<file path="src/rtl/core/ldrsm_pkg.sv">
package ldrsm_pkg;

    // Field widths fixed by the item format
    localparam int ACT_W      = 2;
    localparam int LAYER_FW   = 3;
    localparam int ETA_W      = 16;
    localparam int PHI_W      = 15;
    localparam int THR_W      = 15;
    localparam int THR_SQ_W   = 2 * THR_W;

    // Distance datapath widths
    localparam int DE_W       = ETA_W + 1;      // eta difference, signed
    localparam int DPHI_W     = PHI_W + 1;      // raw phi difference, signed
    localparam int TW_W       = 17;             // phi difference + 3*pi, always positive
    localparam int RW_W       = 15;             // remainder below 2*pi
    localparam int WR_W       = 16;             // wrapped phi, signed
    localparam int AE_W       = DE_W;           // |d_eta|
    localparam int AP_W       = 14;             // |d_phi| <= pi
    localparam int SQE_W      = 32;             // |d_eta|^2 stays below 2^32
    localparam int SQP_W      = 2 * AP_W;
    localparam int SUM_W      = SQE_W + 1;

    // Fixed point angles, 12 fractional bits
    localparam logic [TW_W-1:0] FX_PI       = 17'd12868;
    localparam logic [TW_W-1:0] FX_TWO_PI   = 17'd25736;
    localparam logic [TW_W-1:0] FX_FOUR_PI  = 17'd51472;
    localparam logic [TW_W-1:0] FX_THREE_PI = 17'd38604;

    // Action codes
    localparam logic [ACT_W-1:0] ACT_CLEAR = 2'd0;
    localparam logic [ACT_W-1:0] ACT_LOAD  = 2'd1;
    localparam logic [ACT_W-1:0] ACT_TEST  = 2'd2;

    localparam logic [THR_W-1:0]    DR_THRESHOLD_RESET = 15'd410;
    localparam logic [THR_SQ_W-1:0] DR_THR_SQ_RESET    = 30'd168100;

    localparam int MAX_SEEDS_DEF  = 16;
    localparam int NUM_LAYERS_DEF = 4;

    typedef struct packed {
        logic busy;   // a seed is still in the distance pipeline
        logic hit;    // the seed leaving the pipeline lies inside the cone
    } dist_status_t;

endpackage

</file>
<file path="src/rtl/core/ldrsm_ram.sv">
module ldrsm_ram #(
    parameter int WIDTH = 16,
    parameter int DEPTH = 64
) (
    input  logic                                      clk,
    input  logic                                      we,
    input  logic [((DEPTH > 1) ? $clog2(DEPTH) : 1)-1:0] addr,
    input  logic [WIDTH-1:0]                          wdata,
    output logic [WIDTH-1:0]                          rdata
);

    logic [WIDTH-1:0] mem_reg [DEPTH];
    logic [WIDTH-1:0] rdata_reg;

    always_ff @(posedge clk)
    begin
        if (we)
        begin
            mem_reg[addr] <= wdata;
        end
    end

    always_ff @(posedge clk)
    begin
        rdata_reg <= mem_reg[addr];
    end

    assign rdata = rdata_reg;

endmodule

</file>
<file path="src/rtl/core/ldrsm_dist.sv">
module ldrsm_dist (
    input  logic                               clk,
    input  logic                               rst_n,
    input  logic                               seed_valid,
    input  logic [ldrsm_pkg::ETA_W-1:0]        seed_eta,
    input  logic [ldrsm_pkg::PHI_W-1:0]        seed_phi,
    input  logic [ldrsm_pkg::ETA_W-1:0]        cell_eta,
    input  logic [ldrsm_pkg::PHI_W-1:0]        cell_phi,
    input  logic [ldrsm_pkg::THR_SQ_W-1:0]     thr_sq,
    output ldrsm_pkg::dist_status_t            status
);

    // Difference stage
    logic                              diff_valid_reg;
    logic [ldrsm_pkg::DE_W-1:0]        de_reg, de_next;
    logic [ldrsm_pkg::TW_W-1:0]        tw_reg, tw_next;
    logic [ldrsm_pkg::DPHI_W-1:0]      dphi;
    logic [ldrsm_pkg::TW_W:0]          tw_full;

    // Magnitude stage
    logic                              abs_valid_reg;
    logic [ldrsm_pkg::AE_W-1:0]        ae_reg, ae_next;
    logic [ldrsm_pkg::AP_W-1:0]        ap_reg, ap_next;
    logic [ldrsm_pkg::TW_W-1:0]        rem_full;
    logic [ldrsm_pkg::WR_W-1:0]        wrapped;
    logic [ldrsm_pkg::WR_W-1:0]        wrapped_abs;

    // Square stage
    logic                              sq_valid_reg;
    logic [ldrsm_pkg::SQE_W-1:0]       sq_e_reg, sq_e_next;
    logic [ldrsm_pkg::SQP_W-1:0]       sq_p_reg, sq_p_next;
    logic [2*ldrsm_pkg::AE_W-1:0]      sq_e_full;
    logic [ldrsm_pkg::SUM_W-1:0]       dist_sum;

    always_comb
    begin
        de_next = {seed_eta[ldrsm_pkg::ETA_W-1], seed_eta}
                - {cell_eta[ldrsm_pkg::ETA_W-1], cell_eta};
        dphi    = {seed_phi[ldrsm_pkg::PHI_W-1], seed_phi}
                - {cell_phi[ldrsm_pkg::PHI_W-1], cell_phi};
        // shift by 3*pi so the modulo sees a positive value
        tw_full = {{2{dphi[ldrsm_pkg::DPHI_W-1]}}, dphi} + {1'b0, ldrsm_pkg::FX_THREE_PI};
        tw_next = tw_full[ldrsm_pkg::TW_W-1:0];
    end

    always_comb
    begin
        ae_next = de_reg[ldrsm_pkg::DE_W-1] ? (~de_reg + 1'b1) : de_reg;

        // value is below three times 2*pi: at most two subtractions
        if (tw_reg >= ldrsm_pkg::FX_FOUR_PI)
        begin
            rem_full = tw_reg - ldrsm_pkg::FX_FOUR_PI;
        end
        else if (tw_reg >= ldrsm_pkg::FX_TWO_PI)
        begin
            rem_full = tw_reg - ldrsm_pkg::FX_TWO_PI;
        end
        else
        begin
            rem_full = tw_reg;
        end
        wrapped     = {1'b0, rem_full[ldrsm_pkg::RW_W-1:0]}
                    - ldrsm_pkg::FX_PI[ldrsm_pkg::WR_W-1:0];
        wrapped_abs = wrapped[ldrsm_pkg::WR_W-1] ? (~wrapped + 1'b1) : wrapped;
        ap_next     = wrapped_abs[ldrsm_pkg::AP_W-1:0];
    end

    always_comb
    begin
        sq_e_full = ae_reg * ae_reg;
        sq_e_next = sq_e_full[ldrsm_pkg::SQE_W-1:0];
        sq_p_next = ap_reg * ap_reg;
        dist_sum  = {1'b0, sq_e_reg} + ldrsm_pkg::SUM_W'(sq_p_reg);
    end

    always_ff @(posedge clk or negedge rst_n)
    begin
        if (!rst_n)
        begin
            diff_valid_reg <= 1'b0;
            abs_valid_reg  <= 1'b0;
            sq_valid_reg   <= 1'b0;
        end
        else
        begin
            diff_valid_reg <= seed_valid;
            abs_valid_reg  <= diff_valid_reg;
            sq_valid_reg   <= abs_valid_reg;
        end
    end

    always_ff @(posedge clk)
    begin
        de_reg   <= de_next;
        tw_reg   <= tw_next;
        ae_reg   <= ae_next;
        ap_reg   <= ap_next;
        sq_e_reg <= sq_e_next;
        sq_p_reg <= sq_p_next;
    end

    assign status.busy = diff_valid_reg | abs_valid_reg | sq_valid_reg;
    assign status.hit  = sq_valid_reg && (dist_sum < ldrsm_pkg::SUM_W'(thr_sq));

endmodule

</file>
<file path="src/rtl/core/layered_delta_r_seed_match_core.sv">
// Seed cone matcher: holds up to MAX_SEEDS (eta, phi) seeds for each of NUM_LAYERS layers and
// answers one beat per input beat. Clear, load and a test of an empty or invalid layer go
// straight to the finish step, which puts their result beat in the output register; the next
// item is taken once the block is back in idle. A test walks the n seeds of its layer one per
// cycle through the single read port of the seed store into the distance pipeline
// (difference, phi wrap and magnitude, squares, compare), waits in the drain step until the
// pipeline is empty, then finishes. The block takes one item at a time; item_stall stays
// high until the result beat is in the output register, so a stalled result beat holds the
// block in its last step. The user must make sure dr_threshold is written through the cfg
// channel only while the block is idle; the block itself does not enforce it. Its square is
// registered. Seed values are not cleared: a clear only zeroes the per-layer counts.
module layered_delta_r_seed_match_core #(
    parameter int MAX_SEEDS  = ldrsm_pkg::MAX_SEEDS_DEF,
    parameter int NUM_LAYERS = ldrsm_pkg::NUM_LAYERS_DEF
) (
    input  logic                               clk,
    input  logic                               rst_n,

    input  logic                               item_valid,
    output logic                               item_stall,
    input  logic [ldrsm_pkg::ACT_W-1:0]        action,
    input  logic [ldrsm_pkg::LAYER_FW-1:0]     layer,
    input  logic signed [ldrsm_pkg::ETA_W-1:0] eta_value,
    input  logic signed [ldrsm_pkg::PHI_W-1:0] phi_value,

    output logic                               result_valid,
    input  logic                               result_stall,
    output logic                               keep,
    output logic                               overflow,

    input  logic                               cfg_valid,
    output logic                               cfg_ready,
    input  logic [ldrsm_pkg::THR_W-1:0]        dr_threshold
);

    localparam int DEPTH   = NUM_LAYERS * MAX_SEEDS;
    localparam int ADDR_W  = (DEPTH > 1) ? $clog2(DEPTH) : 1;
    localparam int CNT_W   = $clog2(MAX_SEEDS + 1);
    localparam int LAYER_W = (NUM_LAYERS > 1) ? $clog2(NUM_LAYERS) : 1;

    localparam logic [1:0] ST_IDLE   = 2'd0;
    localparam logic [1:0] ST_SCAN   = 2'd1;
    localparam logic [1:0] ST_DRAIN  = 2'd2;
    localparam logic [1:0] ST_FINISH = 2'd3;

    logic [1:0]                       state_reg, state_next;
    logic [CNT_W-1:0]                 seed_count_reg [NUM_LAYERS];
    logic [CNT_W-1:0]                 seed_count_next [NUM_LAYERS];
    logic [LAYER_W-1:0]               scan_layer_reg, scan_layer_next;
    logic [CNT_W-1:0]                 scan_k_reg, scan_k_next;
    logic [CNT_W-1:0]                 scan_n_reg, scan_n_next;
    logic [ldrsm_pkg::ETA_W-1:0]      cell_eta_reg, cell_eta_next;
    logic [ldrsm_pkg::PHI_W-1:0]      cell_phi_reg, cell_phi_next;
    logic                             hit_reg, hit_next;
    logic                             res_keep_reg, res_keep_next;
    logic                             res_ovf_reg, res_ovf_next;
    logic                             result_valid_reg, result_valid_next;
    logic                             keep_reg, keep_next;
    logic                             overflow_reg, overflow_next;
    logic                             rd_valid_reg;
    logic [ldrsm_pkg::THR_W-1:0]      thr_reg;
    logic [ldrsm_pkg::THR_SQ_W-1:0]   thr_sq_reg;

    logic                             item_accept;
    logic                             layer_ok;
    logic [LAYER_W-1:0]               layer_idx;
    logic [CNT_W-1:0]                 cur_n;
    logic                             ram_we;
    logic [LAYER_W-1:0]               addr_layer;
    logic [CNT_W-1:0]                 addr_off;
    logic [ADDR_W-1:0]                ram_addr;
    logic [ldrsm_pkg::ETA_W-1:0]      eta_rd;
    logic [ldrsm_pkg::PHI_W-1:0]      phi_rd;
    ldrsm_pkg::dist_status_t          dist_status;

    assign item_stall  = (state_reg != ST_IDLE);
    assign item_accept = item_valid && !item_stall;
    assign cfg_ready   = 1'b1;

    assign layer_ok  = ({1'b0, layer} < 4'(NUM_LAYERS));
    assign layer_idx = layer[LAYER_W-1:0];
    assign cur_n     = layer_ok ? seed_count_reg[layer_idx] : '0;

    assign ram_we     = item_accept && (action == ldrsm_pkg::ACT_LOAD) && layer_ok
                     && (cur_n < CNT_W'(MAX_SEEDS));
    assign addr_layer = (state_reg == ST_IDLE) ? layer_idx : scan_layer_reg;
    assign addr_off   = (state_reg == ST_IDLE) ? cur_n : scan_k_reg;
    assign ram_addr   = ADDR_W'(ADDR_W'(addr_layer) * ADDR_W'(MAX_SEEDS)) + ADDR_W'(addr_off);

    ldrsm_ram #(
        .WIDTH (ldrsm_pkg::ETA_W),
        .DEPTH (DEPTH)
    ) u_eta_ram (
        .clk   (clk),
        .we    (ram_we),
        .addr  (ram_addr),
        .wdata (eta_value),
        .rdata (eta_rd)
    );

    ldrsm_ram #(
        .WIDTH (ldrsm_pkg::PHI_W),
        .DEPTH (DEPTH)
    ) u_phi_ram (
        .clk   (clk),
        .we    (ram_we),
        .addr  (ram_addr),
        .wdata (phi_value),
        .rdata (phi_rd)
    );

    ldrsm_dist u_dist (
        .clk        (clk),
        .rst_n      (rst_n),
        .seed_valid (rd_valid_reg),
        .seed_eta   (eta_rd),
        .seed_phi   (phi_rd),
        .cell_eta   (cell_eta_reg),
        .cell_phi   (cell_phi_reg),
        .thr_sq     (thr_sq_reg),
        .status     (dist_status)
    );

    always_comb
    begin
        state_next        = state_reg;
        seed_count_next   = seed_count_reg;
        scan_layer_next   = scan_layer_reg;
        scan_k_next       = scan_k_reg;
        scan_n_next       = scan_n_reg;
        cell_eta_next     = cell_eta_reg;
        cell_phi_next     = cell_phi_reg;
        hit_next          = hit_reg | dist_status.hit;
        res_keep_next     = res_keep_reg;
        res_ovf_next      = res_ovf_reg;
        result_valid_next = result_valid_reg;
        keep_next         = keep_reg;
        overflow_next     = overflow_reg;

        // drop the output beat once taken
        if (result_valid_reg && !result_stall)
        begin
            result_valid_next = 1'b0;
        end

        case (state_reg)
            ST_IDLE:
            begin
                if (item_accept)
                begin
                    cell_eta_next = eta_value;
                    cell_phi_next = phi_value;
                    hit_next      = 1'b0;
                    res_keep_next = 1'b0;
                    res_ovf_next  = 1'b0;
                    state_next    = ST_FINISH;
                    case (action)
                        ldrsm_pkg::ACT_CLEAR:
                        begin
                            for (int i = 0; i < NUM_LAYERS; i++)
                            begin
                                seed_count_next[i] = '0;
                            end
                        end
                        ldrsm_pkg::ACT_LOAD:
                        begin
                            if (layer_ok)
                            begin
                                if (cur_n >= CNT_W'(MAX_SEEDS))
                                begin
                                    res_ovf_next = 1'b1;
                                end
                                else
                                begin
                                    seed_count_next[layer_idx] = CNT_W'(cur_n + 1'b1);
                                end
                            end
                        end
                        ldrsm_pkg::ACT_TEST:
                        begin
                            if (layer_ok && (cur_n != '0))
                            begin
                                scan_layer_next = layer_idx;
                                scan_k_next     = '0;
                                scan_n_next     = cur_n;
                                state_next      = ST_SCAN;
                            end
                        end
                        default:
                        begin
                        end
                    endcase
                end
            end
            ST_SCAN:
            begin
                // one seed read issued per cycle
                scan_k_next = CNT_W'(scan_k_reg + 1'b1);
                if (CNT_W'(scan_k_reg + 1'b1) == scan_n_reg)
                begin
                    state_next = ST_DRAIN;
                end
            end
            ST_DRAIN:
            begin
                if (!rd_valid_reg && !dist_status.busy)
                begin
                    res_keep_next = hit_reg;
                    state_next    = ST_FINISH;
                end
            end
            ST_FINISH:
            begin
                if (!result_valid_reg || !result_stall)
                begin
                    result_valid_next = 1'b1;
                    keep_next         = res_keep_reg;
                    overflow_next     = res_ovf_reg;
                    state_next        = ST_IDLE;
                end
            end
            default:
            begin
                state_next = ST_IDLE;
            end
        endcase
    end

    always_ff @(posedge clk or negedge rst_n)
    begin
        if (!rst_n)
        begin
            state_reg        <= ST_IDLE;
            for (int i = 0; i < NUM_LAYERS; i++)
            begin
                seed_count_reg[i] <= '0;
            end
            scan_k_reg       <= '0;
            scan_n_reg       <= '0;
            hit_reg          <= 1'b0;
            result_valid_reg <= 1'b0;
            rd_valid_reg     <= 1'b0;
            thr_reg          <= ldrsm_pkg::DR_THRESHOLD_RESET;
            thr_sq_reg       <= ldrsm_pkg::DR_THR_SQ_RESET;
        end
        else
        begin
            state_reg        <= state_next;
            seed_count_reg   <= seed_count_next;
            scan_k_reg       <= scan_k_next;
            scan_n_reg       <= scan_n_next;
            hit_reg          <= hit_next;
            result_valid_reg <= result_valid_next;
            rd_valid_reg     <= (state_reg == ST_SCAN);
            if (cfg_valid && cfg_ready)
            begin
                thr_reg <= dr_threshold;
            end
            thr_sq_reg       <= thr_reg * thr_reg;
        end
    end

    always_ff @(posedge clk)
    begin
        scan_layer_reg <= scan_layer_next;
        cell_eta_reg   <= cell_eta_next;
        cell_phi_reg   <= cell_phi_next;
        res_keep_reg   <= res_keep_next;
        res_ovf_reg    <= res_ovf_next;
        keep_reg       <= keep_next;
        overflow_reg   <= overflow_next;
    end

    assign result_valid = result_valid_reg;
    assign keep         = keep_reg;
    assign overflow     = overflow_reg;

    a_scan_in_range: assert property (@(posedge clk) disable iff (!rst_n)
        (state_reg == ST_SCAN) |-> (scan_k_reg < scan_n_reg))
        else $error("seed scan index ran past the layer count");

    a_result_from_finish: assert property (@(posedge clk) disable iff (!rst_n)
        $rose(result_valid_reg) |-> ($past(state_reg) == ST_FINISH))
        else $error("result beat raised outside the finish step");

    a_keep_ovf_exclusive: assert property (@(posedge clk) disable iff (!rst_n)
        result_valid_reg |-> !(keep_reg && overflow_reg))
        else $error("keep and overflow both set in one result");

    a_idle_pipe_empty: assert property (@(posedge clk) disable iff (!rst_n)
        (state_reg == ST_IDLE) |-> (!rd_valid_reg && !dist_status.busy))
        else $error("distance pipeline busy while idle");

    a_clear_zeroes: assert property (@(posedge clk) disable iff (!rst_n)
        (item_accept && (action == ldrsm_pkg::ACT_CLEAR)) |=> (seed_count_reg[0] == '0))
        else $error("seed count not cleared");

endmodule

</file>
<file path="config.mk">
export PLATFORM = sky130hd
export DESIGN_NAME = layered_delta_r_seed_match_core
export DESIGN_NICKNAME = d
export VERILOG_FILES = /design/src/rtl/core/ldrsm_pkg.sv /design/src/rtl/core/ldrsm_ram.sv /design/src/rtl/core/ldrsm_dist.sv /design/src/rtl/core/layered_delta_r_seed_match_core.sv
export SDC_FILE = /design/constraint.sdc
export NUM_CORES = 2
export LEC_CHECK = 0
export BUFFER_PORTS_ARGS = -buffer_cell sky130_fd_sc_hd__buf_2
export CAP_MARGIN = 20
export CORE_ASPECT_RATIO = 2
export CORE_MARGIN = 3
export CORE_UTILIZATION = 40
export DETAILED_ROUTE_END_ITERATION = 12
export SLEW_MARGIN = 20
export SYNTH_ARGS = -nofsm -noshare
export SYNTH_HDL_FRONTEND = slang
export SYNTH_SLANG_ARGS = --single-unit
</file>
<file path="constraint.sdc">
create_clock -name clk -period 10.15 [get_ports clk]
set_clock_uncertainty 0.2 [all_clocks]
set_input_delay 0 -clock clk [delete_from_list [all_inputs] [get_ports clk]]
set_output_delay 0 -clock clk [all_outputs]
set_load 0.1 [all_outputs]
</file>
# Word level (Yosys, flattened, before mapping)
# Memory sizes are Yosys's and may differ from the RTL's. A register that Yosys moved wholly into a read port is not among the register bits.
# Index checks and enable logic that the tools add are counted.
[op_classes]
n_addsub = 12
mul = 3
n_lt_le_gt_ge = 8
eq_ne = 14
n_mux = 38
bitwise_logic = 6
n_reduce_logical = 30
[op_table]
columns = ["op", "count"]
rows = [
  ["20-bit 2-to-1 mux", 2],
  ["5-bit 2-to-1 mux", 8],
  ["20-bit case mux with 2 select lines", 1],
  ["32-bit by 28-bit adder with 33-bit output", 1],
  ["33-bit by 30-bit less-than comparator with 1-bit output", 1],
  ["17-bit by 17-bit multiplier with 32-bit output", 1],
  ["15-bit by 15-bit multiplier with 30-bit output", 1],
  ["15-bit 2-to-1 mux", 2],
  ["15-bit subtractor, second input constant", 2],
  ["14-bit by 14-bit multiplier with 28-bit output", 1],
  ["20-bit bitwise mux", 1],
  ["16-bit by 17-bit adder with 17-bit output, second input constant", 1],
  ["17-bit by 1-bit adder with 17-bit output, second input constant", 1],
  ["17-bit by 15-bit greater-or-equal comparator with 1-bit output, second input constant", 1],
  ["17-bit by 16-bit greater-or-equal comparator with 1-bit output, second input constant", 1],
  ["17-bit NOT", 1],
  ["16-bit by 16-bit subtractor with 17-bit output", 1],
  ["16-bit 2-to-1 mux", 1],
  ["15-bit by 14-bit subtractor with 16-bit output, second input constant", 1],
  ["15-bit by 15-bit subtractor with 16-bit output", 1],
  ["14-bit by 1-bit adder with 14-bit output, second input constant", 1],
  ["14-bit 2-to-1 mux", 1],
  ["2-bit 2-to-1 mux", 7],
  ["14-bit NOT", 1],
  ["30 further kinds", 71],
]
[word_totals]
regBits = 245
mem_bits_rw = 1984
in_bits = 56
out_inout_bits = 5
word_cells = 142
memories = 2
[mem_list]
columns = ["memory", "words", "width", "read_ports", "rd_clocked_by_memory_dff", "wr", "line", "rtl"]
rows = [
  ["u_eta_ram.mem_reg", 64, 16, 1, 1, 1, "ldrsm_ram.sv:12", "logic [WIDTH-1:0] mem_reg [DEPTH];"],
  ["u_phi_ram.mem_reg", 64, 15, 1, 1, 1, "ldrsm_ram.sv:12", ""],
]

# Depth between registers and ports, before layout
[depth]
depth_word = 11
depth_mapped = 26

# Cells and area by module
# From an unflattened synthesis, not the netlist that was laid out.
[unflattened]
hier_cells = 7814
hier_area_um2 = 108884.4
[modules_own_cells]
columns = ["mod", "instances", "cells_per_inst", "area_each_um2"]
rows = [
  ["ldrsm_ram at u_eta_ram", 1, 2264, 39480.4],
  ["ldrsm_ram at u_phi_ram", 1, 2131, 37263.2],
  ["ldrsm_dist", 1, 2395, 21416.8],
  ["layered_delta_r_seed_match_core", 1, 1024, 10724.0],
]

# Least setup slack after synthesis
# Ideal clock, no wire load.
[synth_path]
kind = "register to register"
startpoint = "reg u_dist.ae_reg[10] in the netlist's numbering"
endpoint = "reg u_dist.sq_e_reg[30] in the netlist's numbering"
setup_time_ns = 0.072
t_arrival_ns = 5.949
t_required_ns = 9.878
path_slack_ns = 3.929
path_stages_with_launch = 22
n_path_buf = 1
synth_period_minus_slack_ns = 6.221
path_cell_list = "dfxtp_1 > clkbuf_1 > nand2_1 > fa_1 > fa_1 > fa_1 > inv_1 > fa_1 > fa_1 > inv_1 > fa_1 > inv_1 > ha_1 > and3_1 > nand3_1 > o21ai_0 > nor4_1 > o21ai_0 > a2111oi_0 > o31ai_1 > a21oi_1 > xnor2_1"
[synth_via]
elab_chain_cells = 1
[synth_lines]
columns = ["item", "line", "rtl"]
rows = [
  ["start: declaration", "ldrsm_dist.sv:22", "logic [ldrsm_pkg::AE_W-1:0] ae_reg, ae_next;"],
  ["start signal: assignment", "ldrsm_dist.sv:97", "ae_reg <= ae_next;"],
  ["17-bit by 17-bit multiplier with 32-bit output", "ldrsm_dist.sv:71", "sq_e_full = ae_reg * ae_reg;"],
  ["net u_dist.sq_e_full, one bit", "ldrsm_dist.sv:32", "logic [2*ldrsm_pkg::AE_W-1:0] sq_e_full;"],
  ["end signal: assignment", "ldrsm_dist.sv:99", "sq_e_reg <= sq_e_next;"],
  ["end: declaration", "ldrsm_dist.sv:30", "logic [ldrsm_pkg::SQE_W-1:0] sq_e_reg, sq_e_next;"],
]
# The timed path passes the listed nets, and every way through them passes these cells.
# A chain may end at the register's enable or synchronous reset.

# Worst setup path after layout
[layout_path]
startpoint = "reg u_dist.ae_reg[8] in the netlist's numbering"
endpoint = "reg u_dist.sq_e_reg[30] in the netlist's numbering"
# Same word-level chain as after synthesis.

==> results.ini <==
[logic_synthesis]
synth_xor_area_share_pct=1.67
synth-edff-count=2021
post-synth-top-area-cell=edfxtp_1
synth-compound-area-share_pct=11.7
synth_mux_area_share_pct=0.428
ys_ff_latch=2257
seq_area_frac_synth_pct=63.7
yosys_warnings=0
synth.avg_cell_area_um2=14.5
synth_top_family_by_area=adder cells
ys_types=83
synthTopCellsByArea=edfxtp_1 (59%), fa_1 (8.7%), a22oi_1 (7.0%)
synthArstFlopShare_pct=3.63
synth_flop_cell=edfxtp_1
synthSimpleGateAreaFrac_pct=5.08
synth.top_cell.area_share_pct=58.7
netlist_area_um2=103000
synthAdderAreaFrac_pct=13.4
synth_cells=7130
synth_nets=8027

[critical_path]
reg2reg_slack_ns=2.50
r2r_start=u_dist.ae_reg[8]
worstPathRequired_ns=10.69
path_buf_inv=3
critPathArrivalTime_ns=8.19
crit_chain=inv_1 -> nor2_1 -> fa_1 -> fa_1 -> fa_1 -> fa_1 -> fa_1 -> inv_1 -> fa_1 -> inv_1 -> ha_1 -> a2111oi_0 -> nand2_1 -> nor4_1 -> o21ai_0 -> a2111oi_0 -> o31ai_1 -> a21oi_1 -> xnor2_1
critical_path_class=flip-flop to flip-flop
path_delay_family=adder cells
crit_path_end_kind=flip-flop
r2r-end=u_dist.sq_e_reg[30]
cp_slowest_cell=dfxtp_1
cp_common_cell=fa_1
setup.worst_path.start=u_dist.ae_reg[8]
rr_worst_depth=19
critPathMaxStageDelay_ns=0.73
timing.critical_path.fanout_max=14
cp-start-kind=flip-flop

[routing]
vias=62260
drt-total-wl_um=289000
avgRoutedWirePerCell_um=26.8
dr.first_iter.drc_count=5200
drtPass1Iterations=6
ant_nets=0
viasPerCell=5.78
drc=0

[clocking]
cts_buffers=190
clock_latency_ns=0.88
htreeDepth=4
clockBufferDepth=4
root_buffer=clkbuf_16
cts.sinks=2257
cts_tree=yes
clk_pin_slew_worst_paths_ns=0.07

[sta]
setup_viol=0
fin_crit_sh_pct=75.3
slew_viol_final=0
slew_headroom_pct=26.0
tightest_slew_ns=1.08
fin_tns_setup_ns=0
hold_viol=0
fin_crit_ns=7.65
timing.fmax_ghz=0.131
rsz0062_at_grt=no
worst_hold_slack_ns=0.0450

[die]
die_area_um2=265000
start_util_pct=40.3
core-area_um2=257000
io-pin-count=61
die_w_um=365
placementRows=263
die_h_um=725

[worst_hold_path]
hp-class=input port to flip-flop
holdPathStages=2
hold_start=phi_value[10]
whs_endpoint=u_phi_ram.mem_reg[22][10]

[placement]
placed_cell_area_um2=108000
dp_hpwl_um=183000
io_buffers=59
place.gp.congestion=0.851

[global_routing]
grt_usage_pct=21.5
gr-total-overflow=0
grt_pass1_vias=65344
antenna_found_initial=8
grt_max_degree=94
grt_pass1_wl_um=425000

[cells_and_area]
regArea_um2=65800
largest_register_ffs=1024
num-nets-final=8204
final_area_um2=116000
area_growth_pct=11.8
fill_cells=22486
drive_gt1_share_pct=8.17
multi_input_area_um2=34000

[run_status]
outcome=finished clean

[flow_run]
maxCapViolations=0

## routing by layer
| layer | vias to the layer above | GRT usage, % | routed length [µm] | share of wire [%] |
|---|---|---|---|---|
| li1 | 27061 | - | - | - |
| met5 | - | 0 | 13 | 0.0045 |
| met4 | 2 | 9.33 | 13800 | 4.8 |
| met3 | 672 | 2.18 | 14800 | 5.1 |
| met2 | 2249 | 41.6 | 161000 | 56 |
| met1 | 32276 | 23.5 | 99600 | 34 |
## worst max path at each step
stage	cells past startpoint	end
6_report	19	u_dist.sq_e_reg[30]
5_1_grt	19	u_dist.sq_e_reg[30]
4_1_cts	19	u_dist.sq_e_reg[30]
3_5_place_dp	19	u_dist.sq_e_reg[30]
3_3_place_gp	19	u_dist.sq_e_reg[30]
2_1_floorplan	21	u_dist.sq_e_reg[30]
## Yosys cell counts (all sizes together), types with 7 or more instances
master / count
edfxtp: 2021
a22oi: 964
inv: 768
fa: 448
ha: 393
nand2: 287
clkbuf: 268
a21oi: 223
nor2: 196
nand4: 174
xnor2: 158
dfxtp: 154
and2: 149
a41oi: 93
o21ai: 87
dfrtp: 71
a21o: 54
nand3: 48
buf: 46
nand2b: 41
nor3: 39
xor2: 39
nor2b: 36
a22o: 32
a31oi: 32
a221oi: 28
mux2: 24
o21a: 21
o21bai: 19
a32o: 17
and3: 17
o31ai: 16
o211ai: 12
or2: 12
a21boi: 11
dfstp: 11
or3: 11
a211oi: 10
nor4: 9
a2111oi: 8
and4: 7
o41ai: 7
## what timing repair did
action,in CTS,in global routing
hold buffers,98,2
buffers inserted,0,0
endpoints found under the hold margin,2149,22
gates resized for setup,0,0
## cell type report
class                   count  area share, %
flip-flops and latches   2257           56.9
multi-input cells        3791           29.4
clock buffers             233           4.33
well taps                3312           3.58
inverters                 768           2.49
repair buffers            299           2.29
clock inverters           105          0.921
diodes                      6         0.0130
## kinds of logic (layout without fill, tap and decap cells)
group           count (synthesis)  count (layout)
xor+xnor                      197             197
buf+inv                      1082            1405
mux                            35              35
other cells                     1               7
simple gates                 1042            1042
fa+ha+maj                     841             841
compound gates               1675            1675
flops                        2257            2257
## worst reg2reg max path, stage by stage (launching register included)
cell and delay (ns):
dfxtp_1 0.73, inv_1 0.29, nor2_1 0.35, fa_1 0.49
fa_1 0.48, fa_1 0.46, fa_1 0.52, fa_1 0.52
inv_1 0.06, fa_1 0.49, inv_1 0.05, ha_1 0.32
a2111oi_0 0.73, nand2_1 0.15, nor4_1 0.31, o21ai_0 0.31
a2111oi_0 0.61, o31ai_1 0.15, a21oi_1 0.21, xnor2_1 0.13
## metrics by stage
step                      setup WS (ns)  std cells  utilization [%]
after floorplan                    3.93       7130                -
after global placement             2.87      10322             42.2
after detailed placement           2.73      10324             42.2
after CTS                          2.64      10760             45.0
after global routing               2.17      10768             45.0
final                              2.50      10771             45.0
## cell usage in the layout (no fill, tap or decap), types with 28 or more instances in the layout
master	netlist	routed
ha_1	393	393
a22oi_1	962	962
o21ai_0	86	86
dfrtp_1	71	71
nand2_1	287	287
a21oi_1	221	221
xor2_1	39	39
xnor2_1	158	158
nor2_1	196	125
and2_1	149	148
nor2_4	0	71
clkbuf_16	0	194
dlygate4sd3_1	0	99
inv_1	768	768
clkbuf_1	268	39
nand2b_1	41	41
a41oi_1	92	92
nand3_1	48	48
edfxtp_1	2021	2021
a31oi_1	30	30
a22o_1	32	32
buf_4	1	136
nor3_1	39	34
clkinv_1	0	35
dfxtp_1	154	154
fa_1	448	448
a21o_1	54	54
nand4_1	174	174
a221oi_1	28	28
nor2b_1	36	36
buf_2	6	44
Power is not shown: default switching activity piles up to over one toggle a cycle in this logic, so the estimate is an artifact.
